### src/sv/sirs_pkg.sv
// Shared constants, types and symbol table lookup for the radix symbol unit.
`timescale 1ns / 1ps
`default_nettype none
package sirs_pkg;

  localparam int TABLE_SIZE       = 16;
  localparam int SYM_W            = 8;
  localparam int DIGIT_W          = 4;
  localparam int COUNT_W          = 5;
  localparam int IN_W             = 32;
  localparam int CFG_DATA_W       = 64;
  localparam int CFG_ADDR_W       = 5;
  localparam int REG_IDX_W        = 2;
  localparam int MAX_SYMBOLS_DEF  = 16;
  localparam int NUMBER_WIDTH_DEF = 32;

  localparam logic [SYM_W-1:0] MINUS_SIGN = 8'h2D;

  // Register indexes, taken from paddr[4:3]
  localparam logic [REG_IDX_W-1:0] REG_SYMBOL_COUNT = 2'd0;
  localparam logic [REG_IDX_W-1:0] REG_SYMBOLS_LO   = 2'd1;
  localparam logic [REG_IDX_W-1:0] REG_SYMBOLS_HI   = 2'd2;

  typedef struct packed {
    logic busy;
    logic done;
  } div_stat_t;

  function automatic logic [SYM_W-1:0] sym_at(input logic [CFG_DATA_W-1:0] lo,
                                               input logic [CFG_DATA_W-1:0] hi,
                                               input logic [DIGIT_W-1:0]    idx);
    logic [CFG_DATA_W-1:0] word;
    word = idx[DIGIT_W-1] ? hi : lo;
    return word[idx[DIGIT_W-2:0]*SYM_W +: SYM_W];
  endfunction

endpackage
`default_nettype wire

### src/sv/sirs_cfg.sv
// Configuration registers with an APB-style write and read port.
`timescale 1ns / 1ps
`default_nettype none
module sirs_cfg (
  input  wire logic                               clk,
  input  wire logic                               rst_n,
  input  wire logic                               psel,
  input  wire logic                               penable,
  input  wire logic                               pwrite,
  input  wire logic [sirs_pkg::CFG_ADDR_W-1:0]    paddr,
  input  wire logic [sirs_pkg::CFG_DATA_W-1:0]    pwdata,
  output logic      [sirs_pkg::CFG_DATA_W-1:0]    prdata,
  output logic                                    pready,
  output logic      [sirs_pkg::COUNT_W-1:0]       symbol_count,
  output logic      [sirs_pkg::CFG_DATA_W-1:0]    symbols_lo,
  output logic      [sirs_pkg::CFG_DATA_W-1:0]    symbols_hi
);

  logic [sirs_pkg::COUNT_W-1:0]    count_r;
  logic [sirs_pkg::CFG_DATA_W-1:0] lo_r;
  logic [sirs_pkg::CFG_DATA_W-1:0] hi_r;
  logic [sirs_pkg::REG_IDX_W-1:0]  reg_idx;
  logic                            wr_en;

  assign reg_idx = paddr[sirs_pkg::CFG_ADDR_W-1:3];
  assign wr_en   = psel && penable && pwrite;
  assign pready  = 1'b1;

  always_ff @(posedge clk) begin
    if (!rst_n) begin
      count_r <= '0;
      lo_r    <= '0;
      hi_r    <= '0;
    end else if (wr_en) begin
      unique case (reg_idx)
        sirs_pkg::REG_SYMBOL_COUNT: count_r <= pwdata[sirs_pkg::COUNT_W-1:0];
        sirs_pkg::REG_SYMBOLS_LO:   lo_r    <= pwdata;
        sirs_pkg::REG_SYMBOLS_HI:   hi_r    <= pwdata;
        default: ;
      endcase
    end
  end

  always_comb begin
    unique case (reg_idx)
      sirs_pkg::REG_SYMBOL_COUNT:
        prdata = {{(sirs_pkg::CFG_DATA_W-sirs_pkg::COUNT_W){1'b0}}, count_r};
      sirs_pkg::REG_SYMBOLS_LO: prdata = lo_r;
      sirs_pkg::REG_SYMBOLS_HI: prdata = hi_r;
      default:                  prdata = '0;
    endcase
  end

  assign symbol_count = count_r;
  assign symbols_lo   = lo_r;
  assign symbols_hi   = hi_r;

endmodule
`default_nettype wire

### src/sv/sirs_div.sv
// Shared restoring divider: one quotient bit per cycle by the radix.
`timescale 1ns / 1ps
`default_nettype none
module sirs_div #(
  parameter int NUMBER_WIDTH = sirs_pkg::NUMBER_WIDTH_DEF
) (
  input  wire logic                          clk,
  input  wire logic                          rst_n,
  input  wire logic                          start,
  input  wire logic [NUMBER_WIDTH-1:0]       dividend,
  input  wire logic [sirs_pkg::COUNT_W-1:0]  divisor,
  output logic      [NUMBER_WIDTH-1:0]       quotient,
  output logic      [sirs_pkg::DIGIT_W-1:0]  remainder,
  output sirs_pkg::div_stat_t                stat
);

  localparam int CNT_W = $clog2(NUMBER_WIDTH);

  logic [NUMBER_WIDTH-1:0]      quo_r;
  logic [sirs_pkg::DIGIT_W-1:0] rem_r;
  logic [CNT_W-1:0]             cnt_r;
  logic                         busy_r;
  logic                         done_r;
  logic [sirs_pkg::COUNT_W-1:0] trial;
  logic                         fits;

  // Remainder stays below the divisor (at most 16), so four bits hold it
  assign trial = {rem_r, quo_r[NUMBER_WIDTH-1]};
  assign fits  = (trial >= divisor);

  always_ff @(posedge clk) begin
    if (!rst_n) begin
      busy_r <= 1'b0;
      done_r <= 1'b0;
    end else begin
      done_r <= 1'b0;
      if (start) begin
        busy_r <= 1'b1;
      end else if (busy_r && (cnt_r == '0)) begin
        busy_r <= 1'b0;
        done_r <= 1'b1;
      end
    end
  end

  always_ff @(posedge clk) begin
    if (start) begin
      quo_r <= dividend;
      rem_r <= '0;
      cnt_r <= CNT_W'(NUMBER_WIDTH - 1);
    end else if (busy_r) begin
      quo_r <= {quo_r[NUMBER_WIDTH-2:0], fits};
      rem_r <= fits ? sirs_pkg::DIGIT_W'(trial - divisor) : trial[sirs_pkg::DIGIT_W-1:0];
      cnt_r <= cnt_r - 1'b1;
    end
  end

  assign quotient  = quo_r;
  assign remainder = rem_r;
  assign stat.busy = busy_r;
  assign stat.done = done_r;

endmodule
`default_nettype wire

### src/sv/signed_integer_to_radix_symbols_unit.sv
// Top level: renders a signed number as symbol bytes in a configured radix.
//
// Input channel in_valid/in_stall carries in_number; the low NUMBER_WIDTH bits
// are read as two's complement. Output channel out_valid/out_stall carries one
// symbol byte per transfer, most significant first, a leading minus sign for
// negative values, and out_final_symbol on the last byte of each number. A bad
// base (fewer than two symbols, too many, or a duplicate) gives one transfer
// with out_bad_base and out_final_symbol set and a zero byte.
// One item at a time: in_stall is high from the accepting edge until the last
// byte has been loaded into the output register. The sequencer checks each
// symbol in use in turn (up to 16), then divides repeatedly on the shared
// bit-serial divider, one digit per division, then emits the bytes in turn.
// While out_stall is high with a byte valid, the output register holds it and
// the sequencer waits before loading the next byte. The registers are written
// over psel/penable/pwrite at byte address 8*i and read back on prdata; pready
// is always high. Reset clears the registers and returns the sequencer to idle;
// no clearing pass is needed.
`timescale 1ns / 1ps
`default_nettype none
module signed_integer_to_radix_symbols_unit #(
  parameter int MAX_SYMBOLS  = sirs_pkg::MAX_SYMBOLS_DEF,
  parameter int NUMBER_WIDTH = sirs_pkg::NUMBER_WIDTH_DEF
) (
  input  wire logic                               clk,
  input  wire logic                               rst_n,
  input  wire logic                               in_valid,
  output logic                                    in_stall,
  input  wire logic signed [sirs_pkg::IN_W-1:0]   in_number,
  output logic                                    out_valid,
  input  wire logic                               out_stall,
  output logic      [sirs_pkg::SYM_W-1:0]         out_symbol_byte,
  output logic                                    out_final_symbol,
  output logic                                    out_bad_base,
  input  wire logic                               psel,
  input  wire logic                               penable,
  input  wire logic                               pwrite,
  input  wire logic [sirs_pkg::CFG_ADDR_W-1:0]    paddr,
  input  wire logic [sirs_pkg::CFG_DATA_W-1:0]    pwdata,
  output logic      [sirs_pkg::CFG_DATA_W-1:0]    prdata,
  output logic                                    pready
);

  localparam int LIMIT = (MAX_SYMBOLS < sirs_pkg::TABLE_SIZE) ? MAX_SYMBOLS
                                                              : sirs_pkg::TABLE_SIZE;
  localparam int ND_W  = $clog2(NUMBER_WIDTH + 1);
  localparam int DW    = sirs_pkg::DIGIT_W;

  typedef enum logic [5:0] {
    S_IDLE  = 6'b000001,
    S_CHECK = 6'b000010,
    S_DIV   = 6'b000100,
    S_SIGN  = 6'b001000,
    S_EMIT  = 6'b010000,
    S_ERR   = 6'b100000
  } state_t;

  state_t state_r, state_nxt;

  logic [sirs_pkg::COUNT_W-1:0]    symbol_count;
  logic [sirs_pkg::CFG_DATA_W-1:0] symbols_lo;
  logic [sirs_pkg::CFG_DATA_W-1:0] symbols_hi;

  logic [DW-1:0]                   chk_idx_r, chk_idx_nxt;
  logic                            neg_r, neg_nxt;
  logic [NUMBER_WIDTH-1:0]         mag_r, mag_nxt;
  logic [NUMBER_WIDTH-1:0][DW-1:0] digits_r, digits_nxt;
  logic [ND_W-1:0]                 nd_r, nd_nxt;

  logic                       out_valid_r, out_valid_nxt;
  logic [sirs_pkg::SYM_W-1:0] out_sym_r, out_sym_nxt;
  logic                       out_fin_r, out_fin_nxt;
  logic                       out_bad_r, out_bad_nxt;

  logic                       div_start;
  logic [NUMBER_WIDTH-1:0]    div_dividend;
  logic [NUMBER_WIDTH-1:0]    div_quo;
  logic [DW-1:0]              div_rem;
  sirs_pkg::div_stat_t        div_stat;

  logic                       accept;
  logic                       out_free;
  logic [NUMBER_WIDTH-1:0]    raw;
  logic                       range_bad;
  logic                       dup;
  logic [sirs_pkg::SYM_W-1:0] sym_i;

  sirs_cfg u_cfg (
    .clk          (clk),
    .rst_n        (rst_n),
    .psel         (psel),
    .penable      (penable),
    .pwrite       (pwrite),
    .paddr        (paddr),
    .pwdata       (pwdata),
    .prdata       (prdata),
    .pready       (pready),
    .symbol_count (symbol_count),
    .symbols_lo   (symbols_lo),
    .symbols_hi   (symbols_hi)
  );

  sirs_div #(
    .NUMBER_WIDTH (NUMBER_WIDTH)
  ) u_div (
    .clk       (clk),
    .rst_n     (rst_n),
    .start     (div_start),
    .dividend  (div_dividend),
    .divisor   (symbol_count),
    .quotient  (div_quo),
    .remainder (div_rem),
    .stat      (div_stat)
  );

  assign in_stall = (state_r != S_IDLE);
  assign accept   = in_valid && !in_stall;
  assign out_free = !out_valid_r || !out_stall;
  assign raw      = in_number[NUMBER_WIDTH-1:0];

  assign range_bad = (symbol_count < sirs_pkg::COUNT_W'(2)) ||
                     (symbol_count > sirs_pkg::COUNT_W'(LIMIT));
  assign sym_i     = sirs_pkg::sym_at(symbols_lo, symbols_hi, chk_idx_r);

  // Compare the current symbol against every later symbol in use
  always_comb begin
    dup = 1'b0;
    for (int j = 0; j < sirs_pkg::TABLE_SIZE; j++) begin
      if ((DW'(j) > chk_idx_r) && (sirs_pkg::COUNT_W'(j) < symbol_count) &&
          (sirs_pkg::sym_at(symbols_lo, symbols_hi, DW'(j)) == sym_i)) begin
        dup = 1'b1;
      end
    end
  end

  assign div_dividend = (state_r == S_DIV) ? div_quo : mag_r;

  always_comb begin
    state_nxt     = state_r;
    chk_idx_nxt   = chk_idx_r;
    neg_nxt       = neg_r;
    mag_nxt       = mag_r;
    digits_nxt    = digits_r;
    nd_nxt        = nd_r;
    out_valid_nxt = out_valid_r && out_stall;
    out_sym_nxt   = out_sym_r;
    out_fin_nxt   = out_fin_r;
    out_bad_nxt   = out_bad_r;
    div_start     = 1'b0;

    unique case (state_r)
      S_IDLE: begin
        if (accept) begin
          neg_nxt     = raw[NUMBER_WIDTH-1];
          mag_nxt     = raw[NUMBER_WIDTH-1] ? (~raw + 1'b1) : raw;
          chk_idx_nxt = '0;
          nd_nxt      = '0;
          state_nxt   = S_CHECK;
        end
      end
      S_CHECK: begin
        if (range_bad || dup) begin
          state_nxt = S_ERR;
        end else if (chk_idx_r == DW'(symbol_count - 1'b1)) begin
          div_start = 1'b1;
          state_nxt = S_DIV;
        end else begin
          chk_idx_nxt = chk_idx_r + 1'b1;
        end
      end
      S_DIV: begin
        if (div_stat.done) begin
          // Push the digit; the stack pops in reverse order
          digits_nxt = {digits_r[NUMBER_WIDTH-2:0], div_rem};
          nd_nxt     = nd_r + 1'b1;
          if ((div_quo == '0) || (nd_r == ND_W'(NUMBER_WIDTH - 1))) begin
            state_nxt = neg_r ? S_SIGN : S_EMIT;
          end else begin
            div_start = 1'b1;
          end
        end
      end
      S_SIGN: begin
        if (out_free) begin
          out_valid_nxt = 1'b1;
          out_sym_nxt   = sirs_pkg::MINUS_SIGN;
          out_fin_nxt   = 1'b0;
          out_bad_nxt   = 1'b0;
          state_nxt     = S_EMIT;
        end
      end
      S_EMIT: begin
        if (out_free) begin
          out_valid_nxt = 1'b1;
          out_sym_nxt   = sirs_pkg::sym_at(symbols_lo, symbols_hi, digits_r[0]);
          out_fin_nxt   = (nd_r == ND_W'(1));
          out_bad_nxt   = 1'b0;
          digits_nxt    = {DW'(0), digits_r[NUMBER_WIDTH-1:1]};
          nd_nxt        = nd_r - 1'b1;
          if (nd_r == ND_W'(1)) begin
            state_nxt = S_IDLE;
          end
        end
      end
      S_ERR: begin
        if (out_free) begin
          out_valid_nxt = 1'b1;
          out_sym_nxt   = '0;
          out_fin_nxt   = 1'b1;
          out_bad_nxt   = 1'b1;
          state_nxt     = S_IDLE;
        end
      end
      default: begin
        state_nxt = S_IDLE;
      end
    endcase
  end

  always_ff @(posedge clk) begin
    if (!rst_n) begin
      state_r     <= S_IDLE;
      out_valid_r <= 1'b0;
      nd_r        <= '0;
    end else begin
      state_r     <= state_nxt;
      out_valid_r <= out_valid_nxt;
      nd_r        <= nd_nxt;
    end
  end

  always_ff @(posedge clk) begin
    chk_idx_r <= chk_idx_nxt;
    neg_r     <= neg_nxt;
    mag_r     <= mag_nxt;
    digits_r  <= digits_nxt;
    out_sym_r <= out_sym_nxt;
    out_fin_r <= out_fin_nxt;
    out_bad_r <= out_bad_nxt;
  end

  assign out_valid        = out_valid_r;
  assign out_symbol_byte  = out_sym_r;
  assign out_final_symbol = out_fin_r;
  assign out_bad_base     = out_bad_r;

  a_busy_after_accept: assert property (@(posedge clk) disable iff (!rst_n)
    accept |=> in_stall)
    else $error("input taken again right after a transfer");

  a_bad_base_shape: assert property (@(posedge clk) disable iff (!rst_n)
    (out_valid && out_bad_base) |-> (out_final_symbol && (out_symbol_byte == '0)))
    else $error("bad base result not marked final with zero byte");

  a_div_start_idle: assert property (@(posedge clk) disable iff (!rst_n)
    div_start |-> !div_stat.busy)
    else $error("divider restarted while busy");

  a_digit_count: assert property (@(posedge clk) disable iff (!rst_n)
    nd_r <= ND_W'(NUMBER_WIDTH))
    else $error("digit stack overflow");

endmodule
`default_nettype wire
### config.mk
export PLATFORM = sky130hd
export DESIGN_NAME = signed_integer_to_radix_symbols_unit
export DESIGN_NICKNAME = d
export VERILOG_FILES = /design/src/sv/sirs_pkg.sv /design/src/sv/sirs_cfg.sv /design/src/sv/sirs_div.sv /design/src/sv/signed_integer_to_radix_symbols_unit.sv
export SDC_FILE = /design/constraint.sdc
export NUM_CORES = 1
export LEC_CHECK = 0
export CAP_MARGIN = 30
export CELL_PAD_IN_SITES_DETAIL_PLACEMENT = 1
export CELL_PAD_IN_SITES_GLOBAL_PLACEMENT = 2
export CORE_MARGIN = 4
export CORE_UTILIZATION = 45
export CTS_CLUSTER_DIAMETER = 60
export DETAILED_ROUTE_END_ITERATION = 7
export DONT_BUFFER_PORTS = 1
export PLACE_DENSITY_LB_ADDON = 0.05
export SLEW_MARGIN = 30
export SYNTH_ARGS = -nofsm -noshare
export SYNTH_HDL_FRONTEND = slang
export SYNTH_HIERARCHICAL = 1
export SYNTH_SLANG_ARGS = --single-unit
### constraint.sdc
create_clock -name clk -period 15.5 [get_ports clk]
set_clock_uncertainty 0.05 [all_clocks]
set_input_delay 2.325 -clock clk [delete_from_list [all_inputs] [get_ports clk]]
set_output_delay 2.325 -clock clk [all_outputs]
set_load 0.03 [all_outputs]
**Word level (Yosys, flattened, before mapping)**

Index checks and enable logic that the tools add are counted.

- Logic and storage cells: 269
- Flip-flop bits (word level): 364
- Output and inout bits: 77
- ROM bits: 0
- Bits of input ports: 108
- RAM bits: 0
- Memories: 0
- Latch bits: 0

- Mux-type cells: 65
- Reduce and logical (&&, ||, !) cells: 68
- Shift-type cells: 2
- Add/subtract/negate cells: 7
- Multipliers: 0
- Magnitude comparators: 35
- Equality and inequality tests: 40
- Bitwise logic cells: 2
- Divide/modulo/power cells: 0

Operator list:

| kind | number |
|---|---|
| 128-bit two-way mux | 2 |
| 128-bit case mux with 2 select lines | 1 |
| 64-bit case mux with 3 select lines | 1 |
| 8-bit equality test | 16 |
| 64-bit two-way mux | 2 |
| 64-bit by 7-bit indexed part select with 8-bit output | 2 |
| 32-bit two-way mux | 3 |
| 6-bit two-way mux | 12 |
| 4-bit by 5-bit less-than comparator with 1-bit output (first input constant) | 8 |
| 1-bit logical AND | 37 |
| 6-bit case mux with 6 select lines | 1 |
| 32-bit by 1-bit adder with 32-bit output (second input constant) | 1 |
| 4-bit > comparator (first input constant) | 8 |
| 32-bit logical NOT | 1 |
| 32-bit inverter | 1 |
| 31-bit two-way mux | 1 |
| 1-bit two-way mux | 28 |
| 8-bit two-way mux | 3 |
| 8-bit case mux with 3 select lines | 1 |
| 3-bit by 5-bit less-than comparator with 1-bit output (first input constant) | 4 |
| 6-bit case mux with 3 select lines | 1 |
| 3-bit by 4-bit > comparator with 1-bit output (first input constant) | 4 |
| 4-bit two-way mux | 4 |
| 2-bit inequality test (second input constant) | 8 |
| other kinds (42) | 69 |

**Logic depth before layout (Yosys ltp)**

- Depth after elaboration: 25
- Gate-level depth with buffers: 20
- Mapped depth without buffers: 14

**Modules after synthesis**

Netlist, hierarchy kept.

By module, submodules not included:

| module | cells each | instances | area an instance (sq um) |
|---|---|---|---|
| signed_integer_to_radix_symbols_unit | 1,437 | 1 | 13,554.2 |
| sirs_cfg | 596 | 1 | 5,843.1 |
| sirs_div | 145 | 1 | 2,035.7 |

**Least setup slack after synthesis**

No wires, ideal clock.

- Path kind: input to register
- From: input out_stall
- To: register digits_r[0] (netlist name), enable pin
- Required time: 14,790 ps
- Arrival: 8,762 ps
- Cell stages on the path: 3
- Slack: 6,028 ps
- Setup time: 660 ps
- Path through: nand2_1 o22ai_1 a21oi_1

- Longest elaborated chain between the ends: 4

Ends and longest elaborated chain:

| what | line | RTL |
|---|---|---|
| start: declaration | signed_integer_to_radix_symbols_unit.sv:30 | `input wire logic out_stall,` |
| 1-bit logical NOT | signed_integer_to_radix_symbols_unit.sv:117 | `assign out_free = !out_valid_r \|\| !out_stall;` |
| 1-bit logical OR | signed_integer_to_radix_symbols_unit.sv:117 |  |
| 2-bit inequality test (no line) | - |  |
| 3-bit AND reduction (no line) | - |  |
| end signal: assignment | signed_integer_to_radix_symbols_unit.sv:235 | `digits_r <= digits_nxt;` |
| end: declaration | signed_integer_to_radix_symbols_unit.sv:66 | `logic [NUMBER_WIDTH-1:0][DW-1:0] digits_r, digits_nxt;` |

No other way between the ends.
A chain may end at the register's enable or synchronous reset.

**Worst setup path in the final report**

- From: input paddr[4] (netlist name)
- To: output prdata[3] (netlist name)

- Longest elaborated chain between the ends: 2

Ends and longest elaborated chain:

| what | line | RTL |
|---|---|---|
| start: declaration | signed_integer_to_radix_symbols_unit.sv:37 | `input wire logic [sirs_pkg::CFG_ADDR_W-1:0] paddr,` |
| 2-bit equality test, or another cell as far along | sirs_cfg.sv:45 | `unique case (reg_idx)` |
| 64-bit case mux with 3 select lines (*) | sirs_cfg.sv:45 |  |
| end: declaration | signed_integer_to_radix_symbols_unit.sv:39 | `output logic [sirs_pkg::CFG_DATA_W-1:0] prdata,` |

Every way passes the cells marked *; elsewhere a longest branch is shown, timed or not.

==> parameters.txt <==
Parameter                              Value

Layout
  Share of final-layout standard cells stronger than drive strength 1    10.7%
  Most frequent standard cell in the layout excluding fill and tap cells    sky130_fd_sc_hd__nand2_1
  Most frequent cells in the layout    sky130_fd_sc_hd__nand2_1 (732), sky130_fd_sc_hd__edfxtp_1 (207), sky130_fd_sc_hd__mux2i_1 (184), sky130_fd_sc_hd__dfxtp_1 (157), sky130_fd_sc_hd__xnor2_1 (94)
  Post-route insts no fill    2,742
  Synthesis-to-layout area growth    6.41%
  Fill cells    5,200
  # nets final    2,225

Floorplan
  Number of top-level design ports    185
  Floorplan die area    0.0512 mm2
  Initial standard-cell utilization of the core    45.7%
  Horizontal die dimension    226 um
  Die outline height    226 um
  CORE AREA    0.0469 mm2
  Number of placement rows    79

Critical path
  Critical Path AT    4100 ps
  Critical path startpoint category    input pin
  Maximum fanout count along the critical path    40
  Count of buffer and inverter cells on the critical path    1
  Worst setup startpoint    paddr[4]
  Peak per-stage delay on the critical path    630 ps
  Ordered cell list for the critical path    nor2b_4, buf_4, nand2_1, o21ai_1
  Critical path's top delay family    simple AND/OR/NAND/NOR gates
  Type of destination of the critical path    output port
  Slack of the worst reg-to-reg path    9310 ps
  Worst R2R End    u_div/quotient[10]$_DFFE_PP_
  CP required    13,130 ps
  Max stage delay cell, worst path    sky130_fd_sc_hd__nor2b_4
  Critical path type    input pin to output port
  Startpoint of the worst register-to-register path    chk_idx_r[3]$_SDFFCE_PN0P_
  Depth of the most critical reg-to-reg path    14

Timing
  Actual slew at the worst max-slew pin    898 ps
  Clock period minus final worst setup slack    6470 ps
  Hold Violations, Final    0
  Setup repair after global routing missed its margin    false
  Max-slew headroom at the worst pin    40.0%
  Highest achievable clock rate    0.155 GHz
  Sum of negative setup slack    0 ps
  Post-layout worst setup margin    9030 ps
  Setup violation total in the final timing report    0
  Pins Over Slew Limit    0
  Final Cycle Share    41.7%

Run
  MaxCap Viol Count    0

Global route
  Antenna violations before repair    3
  Total routing resource utilization after global routing    25.7%
  Pin count of the biggest net entering global routing    206
  Global-route wire length before repair    101,000 um
  Congestion Overflow GR    0
  Vias in the first global route    16.5k

CTS
  Clock latency at the later pin of the worst-skew pair    580 ps
  Clock-pin slew on the worst setup and hold paths    60 ps
  H-tree levels    2
  Post-CTS setup buffers    0
  Clock root buffer    sky130_fd_sc_hd__clkbuf_16
  Sinks on the clock net    364
  Number of buffers added by the clock tree synthesis step    43
  TritonCTS clock tree    yes
  Post-cts hold buffer count    0
  Number of buffers on the longest clock path    3
  Number of cells upsized or downsized after cts    0

Routing
  Detail Route Antenna Nets    0
  DRC violation count after routing    0
  Detailed Route WL    66,500 um
  Number of vias per cell after detailed routing    5.90
  Total number of vias    16.2k
  Wire length per cell    24.3 um
  Number of search-and-repair iterations in the first detailed-routing pass    5
  Number of DRC violations after detailed-routing iteration 0    1,194

Synth
  Post-synthesis instance area    0.0214 mm2
  Yosys warning total    6
  Average footprint of a synthesized cell    9.84 um2
  Count of mapped cells out of synthesis    2,177
  Synth Net Count    2,302

Place
  Post-Place Setup Slack    9050 ps
  Quantity of I/O buffers inserted on ports    0
  Routability-driven placement congestion ratio    0.959
  Placed Cells    2,661
  Half-perimeter wire length after detailed placement    46,700 um

Worst hold path
  Hold-critical path depth    2
  Startpoint of the lowest-slack hold path    u_cfg/symbols_lo[2]$_SDFFE_PN0P_
  Endpoint of the worst hold-timing path    u_cfg/symbols_lo[2]$_SDFFE_PN0P_
  Class of the tightest hold or removal check    register to register

Power and ir drop
  Areal power density over the cells    104 mW/mm2
  VDD IR max    0.0807 mV
  LEAKAGE    8.36 nW

Outcome
  Run status    finished, final reports clean
-- where the power goes --
part           switching [mW]  internal (mW)
sequential             0.0204           1.04
combinational           0.208          0.114
clock                   0.405          0.593
-- sequential cells by signal, indices dropped and copies added, names as in the netlist, 6 cells and up --
| name | cells |
|---|---|
| state_r | 6 |
| u_cfg/symbols_hi | 64 |
| digits_r | 128 |
| mag_r | 32 |
| u_div/quotient | 32 |
| nd_r | 6 |
| out_symbol_byte | 8 |
| u_cfg/symbols_lo | 64 |
-- final cells by class --
cell class | count | area [um2] | share of cell area [%]
Tap cell | 607 | 759 | 3.33
Clock inverter | 20 | 211 | 0.927
Timing Repair Buffer | 26 | 206 | 0.905
Inverter | 23 | 86.3 | 0.379
Clock buffer | 58 | 1160 | 5.10
Antenna cell | 2 | 5.00 | 0.0220
Multi-Input combinational cell | 1642 | 11000 | 48.3
Sequential cell | 364 | 9360 | 41.0
-- through the flow --
stage	total power [mW]	hold slack, ps	util (%)	instance area (um2)
finish	2.38	455	48.7	22800
global route	2.47	496	48.7	22800
CTS	2.40	455	48.6	22800
detailed placement	1.39	444	45.7	21400
global placement	1.39	435	45.7	21400
floorplan	1.33	405	-	21400
-- how the worst max path moves through the flow --
stage,end,slack (ps),depth (start not counted)
detailed placement,prdata[3],9050,4
global route,prdata[3],8960,4
CTS,prdata[3],9050,4
floorplan,digits_r[0]$_DFFE_PP_,6030,3
finish,prdata[3],9030,4
global placement,prdata[3],9040,4
-- routing by layer --
layer	GRT usage, %	up-vias	wire, um
met5	1.04	-	93
met4	5.87	6	1550
met3	8.19	110	5430
met2	38.9	450	29000
met1	36.1	8097	30500
li1	-	7507	-
-- tightest hold or removal path: stages, from the launching register on --
cell,delay (ps)
sky130_fd_sc_hd__dfxtp_1,330
sky130_fd_sc_hd__nand2_1,60
sky130_fd_sc_hd__mux2i_1,60
Power figures use the tool's default switching activity.
